`config.mk`:
```
export PLATFORM = sky130hd
export DESIGN_NAME = audio_peak_level_meter_flat
export DESIGN_NICKNAME = d
export VERILOG_FILES = /design/src/hdl/aplm_pkg.sv /design/src/hdl/aplm_in_if.sv /design/src/hdl/aplm_out_if.sv /design/src/hdl/aplm_front.sv /design/src/hdl/aplm_queue.sv /design/src/hdl/aplm_back.sv /design/src/hdl/audio_peak_level_meter.sv /design/src/flat_wrapper.sv
export SDC_FILE = /design/constraint.sdc
export NUM_CORES = 2
export LEC_CHECK = 0
export BUFFER_PORTS_ARGS = -buffer_cell sky130_fd_sc_hd__buf_2
export CAP_MARGIN = 20
export CORE_ASPECT_RATIO = 1.25
export CORE_UTILIZATION = 60
export DETAILED_ROUTE_END_ITERATION = 10
export PLACE_DENSITY_LB_ADDON = 0.3
export SYNTH_ARGS = -nofsm -noshare
export SYNTH_HDL_FRONTEND = slang
export SYNTH_SLANG_ARGS = --single-unit
```
`constraint.sdc`:
```
create_clock -name clk -period 21.5 [get_ports clk]
set_clock_uncertainty 0.2 [all_clocks]
set_input_delay 1.075 -clock clk [delete_from_list [all_inputs] [get_ports clk]]
set_output_delay 1.075 -clock clk [all_outputs]
set_load 0.02 [all_outputs]
```
`src/hdl/aplm_pkg.sv`:
```
// Shared types and constants for the audio peak level meter.
// No dependencies; every other file of the block but the assertion macro header uses it.
package aplm_pkg;

  localparam int LVL_W      = 16;
  localparam int FACTOR_W   = 16;
  localparam int FMT_W      = 3;
  localparam int OP_W       = 3;
  localparam int SAMPLE_W   = 32;
  localparam int CFG_IDX_W  = 2;
  localparam int CFG_DATA_W = 16;
  localparam int QDEPTH     = 4;
  localparam int QA_W       = $clog2(QDEPTH);

  localparam logic [LVL_W-1:0] FULL_SCALE = 16'd32768;

  // Opcodes of an input word
  localparam logic [OP_W-1:0] OP_SAMPLE = 3'd0;
  localparam logic [OP_W-1:0] OP_LAST   = 3'd1;
  localparam logic [OP_W-1:0] OP_END    = 3'd2;
  localparam logic [OP_W-1:0] OP_TICK   = 3'd3;
  localparam logic [OP_W-1:0] OP_CLEAR  = 3'd4;

  // Sample formats
  localparam logic [FMT_W-1:0] FMT_U8  = 3'd0;
  localparam logic [FMT_W-1:0] FMT_S16 = 3'd1;
  localparam logic [FMT_W-1:0] FMT_S32 = 3'd2;
  localparam logic [FMT_W-1:0] FMT_F32 = 3'd3;

  // Configuration register indexes
  localparam logic [CFG_IDX_W-1:0] CFG_FORMAT = 2'd0;
  localparam logic [CFG_IDX_W-1:0] CFG_ATTACK = 2'd1;
  localparam logic [CFG_IDX_W-1:0] CFG_DECAY  = 2'd2;
  localparam logic [CFG_IDX_W-1:0] CFG_FLOOR  = 2'd3;

  localparam logic [FMT_W-1:0]    RST_FORMAT = FMT_S16;
  localparam logic [FACTOR_W-1:0] RST_ATTACK = 16'd29491;
  localparam logic [FACTOR_W-1:0] RST_DECAY  = 16'd53740;
  localparam logic [LVL_W-1:0]    RST_FLOOR  = 16'd328;

  typedef enum logic [2:0] {
    K_SAMPLE = 3'd0,
    K_LAST   = 3'd1,
    K_END    = 3'd2,
    K_TICK   = 3'd3,
    K_CLEAR  = 3'd4
  } kind_t;

  typedef struct packed {
    kind_t            kind;
    logic [LVL_W-1:0] mag;
  } q_entry_t;

  typedef struct packed {
    logic [FMT_W-1:0]    fmt;
    logic [FACTOR_W-1:0] attack;
    logic [FACTOR_W-1:0] decay;
    logic [LVL_W-1:0]    floor_lvl;
  } cfg_t;

endpackage

```
`src/hdl/aplm_in_if.sv`:
```
// Input channel of the peak level meter: opcode and raw sample word.
// Depends on aplm_pkg for widths.
interface aplm_in_if;
  logic                          valid;
  logic                          ready;
  logic [aplm_pkg::OP_W-1:0]     opcode;
  logic [aplm_pkg::SAMPLE_W-1:0] sample_bits;

  modport source (output valid, output opcode, output sample_bits, input ready);
  modport sink   (input valid, input opcode, input sample_bits, output ready);
endinterface

```
`src/hdl/aplm_out_if.sv`:
```
// Result channel of the peak level meter: one level word per result.
// Depends on aplm_pkg for widths.
interface aplm_out_if;
  logic                       valid;
  logic                       ready;
  logic [aplm_pkg::LVL_W-1:0] level;

  modport source (output valid, output level, input ready);
  modport sink   (input valid, input level, output ready);
endinterface

```
`src/hdl/aplm_front.sv`:
```
// Front end: accepts input words, converts samples to Q1.15 magnitude,
// drops unknown opcodes and pushes the rest to the queue. Uses aplm_pkg.
module aplm_front (
  input  logic [aplm_pkg::FMT_W-1:0]    fmt,
  input  logic                          in_valid,
  output logic                          in_ready,
  input  logic [aplm_pkg::OP_W-1:0]     in_opcode,
  input  logic [aplm_pkg::SAMPLE_W-1:0] in_sample_bits,
  input  logic                          q_full,
  output logic                          q_push,
  output aplm_pkg::q_entry_t            q_wdata
);

  function automatic logic [aplm_pkg::LVL_W-1:0] mag_of(
    input logic [aplm_pkg::FMT_W-1:0]    f,
    input logic [aplm_pkg::SAMPLE_W-1:0] b
  );
    logic [16:0] m;
    logic [7:0]  u;
    logic [15:0] s16;
    logic [31:0] a32;
    logic [7:0]  ex;
    logic [23:0] man;
    logic [4:0]  sh;
    u   = b[7:0];
    s16 = b[15] ? (16'd0 - b[15:0]) : b[15:0];
    a32 = b[31] ? (32'd0 - b) : b;
    ex  = b[30:23];
    man = {1'b1, b[22:0]};
    sh  = 5'(8'd135 - ex);
    case (f)
      aplm_pkg::FMT_U8:  m = {1'b0, (u[7] ? (u - 8'd128) : (8'd128 - u)), 8'd0};
      aplm_pkg::FMT_S16: m = {1'b0, s16};
      aplm_pkg::FMT_S32: m = {1'b0, a32[31:16]};
      aplm_pkg::FMT_F32: begin
        if (ex == 8'hFF) begin
          // NaN never raises the peak, infinity is full scale
          m = (b[22:0] != 23'd0) ? 17'd0 : {1'b0, aplm_pkg::FULL_SCALE};
        end else if (ex >= 8'd127) begin
          m = {1'b0, aplm_pkg::FULL_SCALE};
        end else if (ex < 8'd112) begin
          m = 17'd0;
        end else begin
          m = {1'b0, 16'(man >> sh)};
        end
      end
      default: m = 17'd0;
    endcase
    return (m > {1'b0, aplm_pkg::FULL_SCALE}) ? aplm_pkg::FULL_SCALE : m[15:0];
  endfunction

  logic known_op;

  assign known_op = (in_opcode == aplm_pkg::OP_SAMPLE) || (in_opcode == aplm_pkg::OP_LAST) ||
                    (in_opcode == aplm_pkg::OP_END)    || (in_opcode == aplm_pkg::OP_TICK) ||
                    (in_opcode == aplm_pkg::OP_CLEAR);

  assign in_ready = !q_full;
  // Unknown opcodes are taken and dropped here
  assign q_push   = in_valid && in_ready && known_op;

  always_comb begin
    q_wdata.mag = mag_of(fmt, in_sample_bits);
    unique case (in_opcode)
      aplm_pkg::OP_SAMPLE: q_wdata.kind = aplm_pkg::K_SAMPLE;
      aplm_pkg::OP_LAST:   q_wdata.kind = aplm_pkg::K_LAST;
      aplm_pkg::OP_END:    q_wdata.kind = aplm_pkg::K_END;
      aplm_pkg::OP_TICK:   q_wdata.kind = aplm_pkg::K_TICK;
      default:             q_wdata.kind = aplm_pkg::K_CLEAR;
    endcase
  end

endmodule

```
`src/hdl/aplm_queue.sv`:
```
// Short FIFO between the front end and the back end.
// Uses aplm_pkg for depth and entry type.
module aplm_queue (
  input  logic               clk,
  input  logic               rst_n,
  input  logic               push,
  input  aplm_pkg::q_entry_t wdata,
  input  logic               pop,
  output aplm_pkg::q_entry_t rdata,
  output logic               full,
  output logic               empty
);

  aplm_pkg::q_entry_t              mem_r [aplm_pkg::QDEPTH];
  logic [aplm_pkg::QA_W-1:0] wr_ptr_r, wr_ptr_nxt;
  logic [aplm_pkg::QA_W-1:0] rd_ptr_r, rd_ptr_nxt;
  logic [aplm_pkg::QA_W:0]   count_r, count_nxt;

  assign full  = (count_r == (aplm_pkg::QA_W+1)'(aplm_pkg::QDEPTH));
  assign empty = (count_r == '0);
  assign rdata = mem_r[rd_ptr_r];

  always_comb begin
    wr_ptr_nxt = push ? wr_ptr_r + 1'b1 : wr_ptr_r;
    rd_ptr_nxt = pop  ? rd_ptr_r + 1'b1 : rd_ptr_r;
    count_nxt  = count_r;
    if (push && !pop) count_nxt = count_r + 1'b1;
    else if (!push && pop) count_nxt = count_r - 1'b1;
  end

  always_ff @(posedge clk) begin
    if (!rst_n) begin
      wr_ptr_r <= '0;
      rd_ptr_r <= '0;
      count_r  <= '0;
    end else begin
      wr_ptr_r <= wr_ptr_nxt;
      rd_ptr_r <= rd_ptr_nxt;
      count_r  <= count_nxt;
    end
  end

  always_ff @(posedge clk) begin
    if (push) mem_r[wr_ptr_r] <= wdata;
  end

endmodule

```
`src/hdl/aplm_back.sv`:
```
// Back end: holds buffer peak and meter level, applies attack, decay and
// clear, and drives the result output register. Uses aplm_pkg.
module aplm_back (
  input  logic                       clk,
  input  logic                       rst_n,
  input  aplm_pkg::cfg_t             cfg,
  input  logic                       q_empty,
  input  aplm_pkg::q_entry_t         q_rdata,
  output logic                       q_pop,
  output logic                       out_valid,
  input  logic                       out_ready,
  output logic [aplm_pkg::LVL_W-1:0] out_level
);

  logic [aplm_pkg::LVL_W-1:0] peak_r, peak_nxt;
  logic [aplm_pkg::LVL_W-1:0] level_r, level_nxt;
  logic                       ovalid_r, ovalid_nxt;
  logic [aplm_pkg::LVL_W-1:0] olevel_r, olevel_nxt;
  logic [31:0]                prod_att, prod_dec;
  logic [aplm_pkg::LVL_W-1:0] held, decayed, pk;
  logic                       emit;

  // Advance whenever the output slot is free or being emptied
  assign q_pop = !q_empty && (!ovalid_r || out_ready);

  assign prod_att = {16'd0, level_r} * {16'd0, cfg.attack};
  assign prod_dec = {16'd0, level_r} * {16'd0, cfg.decay};
  assign held     = prod_att[31:16];
  assign decayed  = prod_dec[31:16];
  assign pk       = (q_rdata.mag > peak_r) ? q_rdata.mag : peak_r;

  always_comb begin
    peak_nxt  = peak_r;
    level_nxt = level_r;
    emit      = 1'b0;
    if (q_pop) begin
      case (q_rdata.kind)
        aplm_pkg::K_SAMPLE: peak_nxt = pk;
        aplm_pkg::K_LAST: begin
          level_nxt = (held > pk) ? held : pk;
          peak_nxt  = '0;
          emit      = 1'b1;
        end
        aplm_pkg::K_END: begin
          level_nxt = (held > peak_r) ? held : peak_r;
          peak_nxt  = '0;
          emit      = 1'b1;
        end
        aplm_pkg::K_TICK: begin
          level_nxt = (decayed < cfg.floor_lvl) ? '0 : decayed;
          emit      = 1'b1;
        end
        default: begin
          level_nxt = '0;
          peak_nxt  = '0;
          emit      = (level_r != '0);
        end
      endcase
    end
    ovalid_nxt = ovalid_r && !out_ready;
    olevel_nxt = olevel_r;
    if (emit) begin
      ovalid_nxt = 1'b1;
      olevel_nxt = level_nxt;
    end
  end

  always_ff @(posedge clk) begin
    if (!rst_n) begin
      peak_r   <= '0;
      level_r  <= '0;
      ovalid_r <= 1'b0;
    end else begin
      peak_r   <= peak_nxt;
      level_r  <= level_nxt;
      ovalid_r <= ovalid_nxt;
    end
  end

  always_ff @(posedge clk) begin
    olevel_r <= olevel_nxt;
  end

  assign out_valid = ovalid_r;
  assign out_level = olevel_r;

endmodule

```
`src/hdl/audio_peak_level_meter.sv`:
```
// Audio peak level meter: top level with configuration registers.
// A result word passes through the queue and then the back end's output register after its input word is accepted.
// Throughput: one input word per cycle while the queue is not full; the four-entry queue absorbs output stalls.
// Rate is set by the combinational level update (an attack or decay multiply and compare) in the back end.
// Reset (rst_n low, synchronous): level, peak, queue and output valid clear;
// registers return to int16 format, attack 29491, decay 53740, floor 328.
module audio_peak_level_meter (
  input  logic                           clk,
  input  logic                           rst_n,
  aplm_in_if.sink                        in_ch,
  aplm_out_if.source                     out_ch,
  input  logic                           cfg_we,
  input  logic [aplm_pkg::CFG_IDX_W-1:0] cfg_index,
  input  logic [aplm_pkg::CFG_DATA_W-1:0] cfg_wdata
);

  // Configuration registers; the user must write them only while the block is idle, the block does not enforce it
  aplm_pkg::cfg_t     cfg_r, cfg_nxt;

  // Queue between the front end and the back end
  logic               q_push, q_pop, q_full, q_empty;
  aplm_pkg::q_entry_t q_wdata, q_rdata;

  // Decode a register write; every index of the port maps to a register
  always_comb begin
    cfg_nxt = cfg_r;
    if (cfg_we) begin
      unique case (cfg_index)
        aplm_pkg::CFG_FORMAT: cfg_nxt.fmt       = cfg_wdata[aplm_pkg::FMT_W-1:0];
        aplm_pkg::CFG_ATTACK: cfg_nxt.attack    = cfg_wdata;
        aplm_pkg::CFG_DECAY:  cfg_nxt.decay     = cfg_wdata;
        default:              cfg_nxt.floor_lvl = cfg_wdata;
      endcase
    end
  end

  always_ff @(posedge clk) begin
    if (!rst_n) begin
      cfg_r.fmt       <= aplm_pkg::RST_FORMAT;
      cfg_r.attack    <= aplm_pkg::RST_ATTACK;
      cfg_r.decay     <= aplm_pkg::RST_DECAY;
      cfg_r.floor_lvl <= aplm_pkg::RST_FLOOR;
    end else begin
      cfg_r <= cfg_nxt;
    end
  end

  // Classify words and convert samples to magnitude in the accept cycle
  aplm_front u_front (
    .fmt            (cfg_r.fmt),
    .in_valid       (in_ch.valid),
    .in_ready       (in_ch.ready),
    .in_opcode      (in_ch.opcode),
    .in_sample_bits (in_ch.sample_bits),
    .q_full         (q_full),
    .q_push         (q_push),
    .q_wdata        (q_wdata)
  );

  // Hold classified words until the back end can take them
  aplm_queue u_queue (
    .clk   (clk),
    .rst_n (rst_n),
    .push  (q_push),
    .wdata (q_wdata),
    .pop   (q_pop),
    .rdata (q_rdata),
    .full  (q_full),
    .empty (q_empty)
  );

  // Update peak and level, and register the result word
  aplm_back u_back (
    .clk       (clk),
    .rst_n     (rst_n),
    .cfg       (cfg_r),
    .q_empty   (q_empty),
    .q_rdata   (q_rdata),
    .q_pop     (q_pop),
    .out_valid (out_ch.valid),
    .out_ready (out_ch.ready),
    .out_level (out_ch.level)
  );

endmodule

```
`src/flat_wrapper.sv`:
```
// flat-port wrapper written by rule: the top's interface ports become plain ports
module audio_peak_level_meter_flat 
  (clk, rst_n, cfg_we, cfg_index, cfg_wdata, in_ch_valid, in_ch_opcode, in_ch_sample_bits, in_ch_ready, out_ch_valid, out_ch_level, out_ch_ready);
  aplm_in_if in_ch_i ();
  aplm_out_if out_ch_i ();
  input  logic clk;
  input  logic rst_n;
  input  logic cfg_we;
  input  logic [aplm_pkg::CFG_IDX_W-1:0] cfg_index;
  input  logic [aplm_pkg::CFG_DATA_W-1:0] cfg_wdata;
  input wire logic [$bits(in_ch_i.valid)-1:0] in_ch_valid;
  input wire logic [$bits(in_ch_i.opcode)-1:0] in_ch_opcode;
  input wire logic [$bits(in_ch_i.sample_bits)-1:0] in_ch_sample_bits;
  output wire logic [$bits(in_ch_i.ready)-1:0] in_ch_ready;
  output wire logic [$bits(out_ch_i.valid)-1:0] out_ch_valid;
  output wire logic [$bits(out_ch_i.level)-1:0] out_ch_level;
  input wire logic [$bits(out_ch_i.ready)-1:0] out_ch_ready;
  assign in_ch_i.valid = in_ch_valid;
  assign in_ch_i.opcode = in_ch_opcode;
  assign in_ch_i.sample_bits = in_ch_sample_bits;
  assign in_ch_ready = in_ch_i.ready;
  assign out_ch_valid = out_ch_i.valid;
  assign out_ch_level = out_ch_i.level;
  assign out_ch_i.ready = out_ch_ready;
  audio_peak_level_meter u_core (.clk(clk), .rst_n(rst_n), .in_ch(in_ch_i), .out_ch(out_ch_i), .cfg_we(cfg_we), .cfg_index(cfg_index), .cfg_wdata(cfg_wdata));
endmodule
```
==> Word-level counts from Yosys, hierarchy flattened <==
Memories as Yosys holds them, arrays and structs flattened. A register that Yosys moved wholly into a read port is not among the register bits.
Cells that the tools add are included.
{ "totals": {"in_bits": 58, "mem_bits_rw": 76, "mem_count": 1, "output_inout_bits": 18, "reg_bits": 107} }
{ "classes": {"muxes": 26, "n_lt_le_gt_ge": 7, "shift": 1, "n_eq_ne": 14, "addsub": 9, "bitwise": 2, "n_mul": 2, "n_reduce_logical": 32} }
{ "memory_table": {"columns": ["name", "depth", "width", "read_ports", "rd_ports_with_merged_regs", "wr", "line", "text"], "rows": [
  ["u_core.u_queue.mem_r", 4, 19, 1, 1, 1, "aplm_queue.sv:14", "aplm_pkg::q_entry_t mem_r [aplm_pkg::QDEPTH];"]
]} }
{ "ops": {"columns": ["cell", "n"], "rows": [
  ["$mux W16", 11],
  ["$pmux W16 S4", 2],
  ["$mul A16 B16 Y32", 2],
  ["$gt A16 B16 Y1", 3],
  ["$mux W32", 1],
  ["$pmux W16 S2", 1],
  ["$sub A1 B32 Y32 const A", 1],
  ["$shr A24 B5 Y16", 1],
  ["$reduce_bool A23 Y1", 1],
  ["$eq A3 B2 Y1 const B", 6],
  ["$gt A17 B16 Y1 const B", 1],
  ["$lt A16 B16 Y1", 1],
  ["$reduce_bool A16 Y1", 1],
  ["$sub A1 B16 Y16 const A", 1],
  ["$logic_not A3 Y1", 4],
  ["$pmux W3 S4", 1],
  ["$reduce_and A2 Y1", 5],
  ["$eq A3 B1 Y1 const B", 3],
  ["$eq A8 B8 Y1 const B", 1],
  ["$ge A8 B7 Y1 const B", 1],
  ["$lt A8 B7 Y1 const B", 1],
  ["$mux W8", 1],
  ["$sub A8 B8 Y8 const A", 1],
  ["$sub A8 B8 Y8 const B", 1],
  ["other kinds (18)", 41]
]} }

==> Depth between registers and ports, before layout <==
{ "logic_depth": {"depth_word": 10, "depth_mapped": 34, "mapped_depth_nobuf": 30} }

==> Modules after synthesis <==
From an unflattened synthesis, not the netlist that was laid out.
{ "hier_totals": {"cells_unflattened": 3125, "hier_area_um2": 28616.2} }
{ "by_module_without_submodules": {"columns": ["module", "n_inst", "seq_area_each_um2", "cells_each", "area_each_um2"], "rows": [
  ["aplm_back", 1, 1141.1, 2441, 20906.3],
  ["aplm_queue", 1, 2462.4, 142, 3230.6],
  ["aplm_front", 1, 0.0, 338, 2376.0],
  ["audio_peak_level_meter", 1, 1021.0, 204, 2103.3]
]} }

==> Least setup slack after synthesis <==
OpenSTA, ideal clock, no wires.
{ "synth_path": {"path_type": "reg-to-reg", "startpoint": "reg u_core.u_back.level_r[12] (netlist bit)", "endpoint": "reg u_core.u_back.olevel_r (netlist bit u_core.u_back.out_level[4]) (data pin)", "stages_incl_launch_ff": 31, "slack_ps": 13351, "arrival_ps": 7676, "path_buffers": 3, "path_cell_list": "dfxtp_1 > clkbuf_1 > clkbuf_1 > nand2_1 > fa_1 > fa_1 > fa_1 > inv_1 > fa_1 > fa_1 > inv_1 > fa_1 > inv_1 > ha_1 > a211oi_1 > nand2_1 > o221ai_1 > o21ai_1 > a211o_1 > a21o_1 > and2_1 > ha_1 > nand4_1 > nor4_1 > a21boi_1 > o31ai_4 > nand2_1 > buf_4 > nand2_1 > a222oi_1 > a31oi_1"} }
{ "synth_via": {"elab_chain_len": 5, "word_cells_on_any_way": 10} }
{ "synth_rtl": {"columns": ["item", "line", "text"], "rows": [
  ["from (decl)", "aplm_back.sv:16", "logic [aplm_pkg::LVL_W-1:0] level_r, level_nxt;"],
  ["from (signal assigned)", "aplm_back.sv:75", "level_r <= level_nxt;"],
  ["$mul A16 B16 Y32 (on tied branches)", "aplm_back.sv:27, aplm_back.sv:26", null],
  ["$lt A16 B16 Y1, or another cell as far along", "aplm_back.sv:50", "level_nxt = (decayed < cfg.floor_lvl) ? '0 : decayed;"],
  ["$mux W16 (on tied branches)", "aplm_back.sv:50, aplm_back.sv:40, aplm_back.sv:45", null],
  ["$pmux W16 S4 (*)", "aplm_back.sv:37", "case (q_rdata.kind)"],
  ["$mux W16 (*)", "aplm_back.sv:36", "if (q_pop) begin"],
  ["via u_core.u_back.level_nxt (one bit)", "aplm_back.sv:16", null],
  ["to (signal assigned)", "aplm_back.sv:81", "olevel_r <= olevel_nxt;"],
  ["to (decl)", "aplm_back.sv:18", "logic [aplm_pkg::LVL_W-1:0] olevel_r, olevel_nxt;"]
]} }
Mark *: on every way through the listed nets, which the timed path passes. The rest lies on a longest branch.
A chain may end at the register's enable or synchronous reset.

==> Worst setup path after layout <==
{ "layout_path": {"startpoint": "reg u_core.u_back.level_r[7] (netlist bit)", "endpoint": "reg u_core.u_back.olevel_r (netlist bit u_core.u_back.out_level[8]) (data pin)"} }
Same word-level chain as after synthesis.

==> results.yml <==
logic_synthesis:
  synth_area_per_cell_um2: 9.016
  synthDistinctLibCells: 96
  yosys-top-cells-area: "fa_1 28%, ha_1 12%, edfxtp_1 9.8%"
  synth_nets: 3831
  ys.flop_type: "dfxtp_1"
  yosysSeqAreaShare_pct: 16.48
  synth-edff-count: 92
  yosysWarnings: 0
  synthesis.area_um2: 28070
  synth_cells: 3113
  synth_top_area_cell: "fa_1"
  ys_ff_latch: 185
  synth.top_cell.area_share_pct: 27.60
  async_flop_share_pct: 0
cells_and_area:
  design_area_um2: 29210
  area.growth.synth_to_final_pct: 4.066
  drive_gt1_share_pct: 6.606
  fill_cells: 3900
  finalNetCount: 3763
worst_hold_path:
  min_from: "u_core.cfg_r[11]"
  holdPathEnd: "u_core.cfg_r[11]"
  hold_path_class: "reg -> reg"
  whs_path_depth: 2
critical_path:
  startpoint_type: "flop"
  ff2ff_path_depth: 29
  end_kind: "flop"
  regToRegSetupSlack_ns: 11.38
  worst_path_max_delay_cell: "dfxtp_1"
  critPathMaxFanout: 20
  arrival_ns: 10.09
  critPathKind: "reg -> reg"
  cpMostUsedCell: "fa_1"
  worst_ep_required_time_ns: 21.48
  r2r_end: "u_core.u_back.out_level[8]"
  r2r-start: "u_core.u_back.level_r[7]"
  crit_path_max_incr_delay_ns: 0.91
power:
  p_leak_nw: 13.68
  ir_drop_mv: 0.07757
  power.density_nw_per_um2: 88.22
clock_network:
  cts-resized-gates: 0
  postCtsSetupRepairBufs: 0
  cts_root_buf: "clkbuf_16"
  cts_tree: "built"
  numCtsBuffers: 17
  clkTransAtPathRegs_ns: 0.07
  clock-sinks: 185
  clock_latency_ns: 0.46
  cts_hold_buf: 0
  clockBufferDepth: 2
  htree_levels: 4
floorplan:
  ios: 76
  initial_core_util_pct: 60.84
  num_rows: 88
  die_width_um: 195.5
  dieHeight_um: 243.8
  die_area_um2: 47650
  coreArea_um2: 46130
placed_design:
  dp_hpwl_mm: 61.29
  io_buffers: 75
  place_ws_ns: 11.72
  place_congestion: 0.9873
  place_area_um2: 28570
timing:
  fin_crit_ns: 10.12
  tightest_slew_ns: 1.145
  whs_ns: 0.2767
  fmax_mhz: 98.84
  slew_violations: 0
  post-route-period-util_pct: 47.06
  slew-limit-headroom_pct: 23.08
  fin_ws_ns: 11.38
  fin_tns_setup_ns: 0
  hold_viol: 0
  rsz0062_at_grt: "no"
  setup_violations: 0
global_route:
  grt_use_total_pct: 35.02
  grt_max_degree: 84
  grt_pass1_vias: 23619
  antenna_found_initial: 2
  grt_pass1_wl_mm: 128.1
  grt.overflow.total: 0
route:
  ant_nets: 0
  wl_per_cell_um: 22.08
  post-route-drc-count: 0
  drt_iter0_drc: 1890
  routed_via_density: 6.176
  drt_pre_antenna_iters: 8
  routed_wl_mm: 80.46
  via_count: 22505
job:
  max_cap_violations: 0
run_status:
  status: "finished, final reports clean"
-- cells in the mapped netlist (6+ instances only) --
cell and number:
xor2_1 21, a221oi_2 8, nand2b_1 6, mux2i_1 52, or3_1 9, o221ai_1 13
clkbuf_1 145, nand2_1 497, dfxtp_1 93, mux4_2 28, o21ai_0 63, o211ai_1 17
nand4_1 24, a22oi_1 8, edfxtp_1 92, a221oi_1 14, nor2b_1 22, and2_1 266
nor2_1 70, xnor2_1 46, o22ai_1 12, a21oi_1 87, o21ai_1 27, o21a_1 10
buf_1 9, o31ai_1 8, inv_1 509, fa_1 387, a21o_1 17, a31oi_1 10
nand3_1 48, and3_1 11, buf_2 13, nor3_1 26, nor4_1 7, ha_1 273
a21boi_0 30, a211oi_1 27
-- where the power goes --
group | internal, W | switching [W] | total, W
Clock | 0.000170 | 0.000159 | 0.000329
Sequential | 0.000429 | 0.000100 | 0.000530
Combinational | 0.000637 | 0.00108 | 0.00172
Total | 0.00124 | 0.00134 | 0.00258
-- flip-flops by register name, summed over array words and instances (netlist names), named ones only --
| name | count |
|---|---|
| u_core.u_back.level_r | 16 |
| u_core.u_queue.mem_r | 76 |
| u_core.u_queue.wr_ptr_r | 2 |
| u_core.u_back.out_level | 16 |
| u_core.u_back.out_valid | 1 |
| u_core.u_queue.count_r | 3 |
| u_core.u_queue.rd_ptr_r | 2 |
| u_core.u_back.peak_r | 16 |
| u_core.cfg_r | 51 |
-- how the worst max path moves through the flow --
stage                               from  slack [ns]                    endpoint
2_1_floorplan  u_core.u_back.level_r[12]       13.35  u_core.u_back.out_level[4]
3_3_place_gp    u_core.u_back.level_r[7]       11.94  u_core.u_back.out_level[8]
3_5_place_dp    u_core.u_back.level_r[7]       11.72  u_core.u_back.out_level[8]
4_1_cts         u_core.u_back.level_r[7]       11.70  u_core.u_back.out_level[8]
5_1_grt         u_core.u_back.level_r[7]       11.11  u_core.u_back.out_level[3]
6_report        u_core.u_back.level_r[7]       11.38  u_core.u_back.out_level[8]
-- critical path: cells and delay by family, from the launching register on --
kind            cells  cell delay, ns
compound gates     11            3.11
xor+xnor            1            0.49
fa+ha+maj           8            3.59
buf+inv             6            0.73
flops               1            0.91
simple gates        3            0.78
-- through the flow --
step / cells / power (W) / util [%]
3_3_place_gp: 3609 / 0.002176 / 61.92
5_1_grt: 3644 / 0.002788 / 63.31
4_1_cts: 3641 / 0.002554 / 63.26
3_5_place_dp: 3609 / 0.002216 / 61.92
2_1_floorplan: 3113 / 0.001715 / -
6_report: 3644 / 0.002577 / 63.31
-- per-layer routing --
layer	global-route usage, %	share of wire [%]	up-vias
li1	-	-	9941
met1	41.61	36	11215
met2	61.26	50	1069
met3	5.150	7.6	278
met4	18.36	5.6	2
met5	0	0.020	-
-- area by class of cell --
cell class | count | area [µm²] | share of cell area [%]
Multi-Input combinational cell | 2240 | 20810 | 71.24
Tap cell | 585 | 732.0 | 2.506
Clock buffer | 18 | 439.2 | 1.504
Sequential cell | 185 | 4634 | 15.87
Timing Repair Buffer | 90 | 495.5 | 1.696
Clock inverter | 14 | 178.9 | 0.6126
Inverter | 511 | 1918 | 6.567
Antenna cell | 1 | 2.502 | 0.008567
-- layout by cell type, fill, tap and decap left out, types with 28 or more instances in the layout --
master	count
inv_1	509
nand2_1	497
fa_1	387
ha_1	273
and2_1	266
edfxtp_1	92
a21oi_1	86
dfxtp_1	85
buf_2	75
nor2_1	69
o21ai_0	63
mux2i_1	52
nand3_1	48
xnor2_1	46
a21boi_0	30
mux4_2	28
-- cell families after synthesis --
| group | count (synthesis) | share of synthesized area, % |
|---|---|---|
| compound gates | 406 | 10.12 |
| xor+xnor | 67 | 2.091 |
| fa+ha+maj | 660 | 39.77 |
| buf+inv | 688 | 9.437 |
| flops | 185 | 16.48 |
| mux | 84 | 4.262 |
| simple gates | 1023 | 17.84 |
Note: power is estimated with default switching activity, not from simulation.
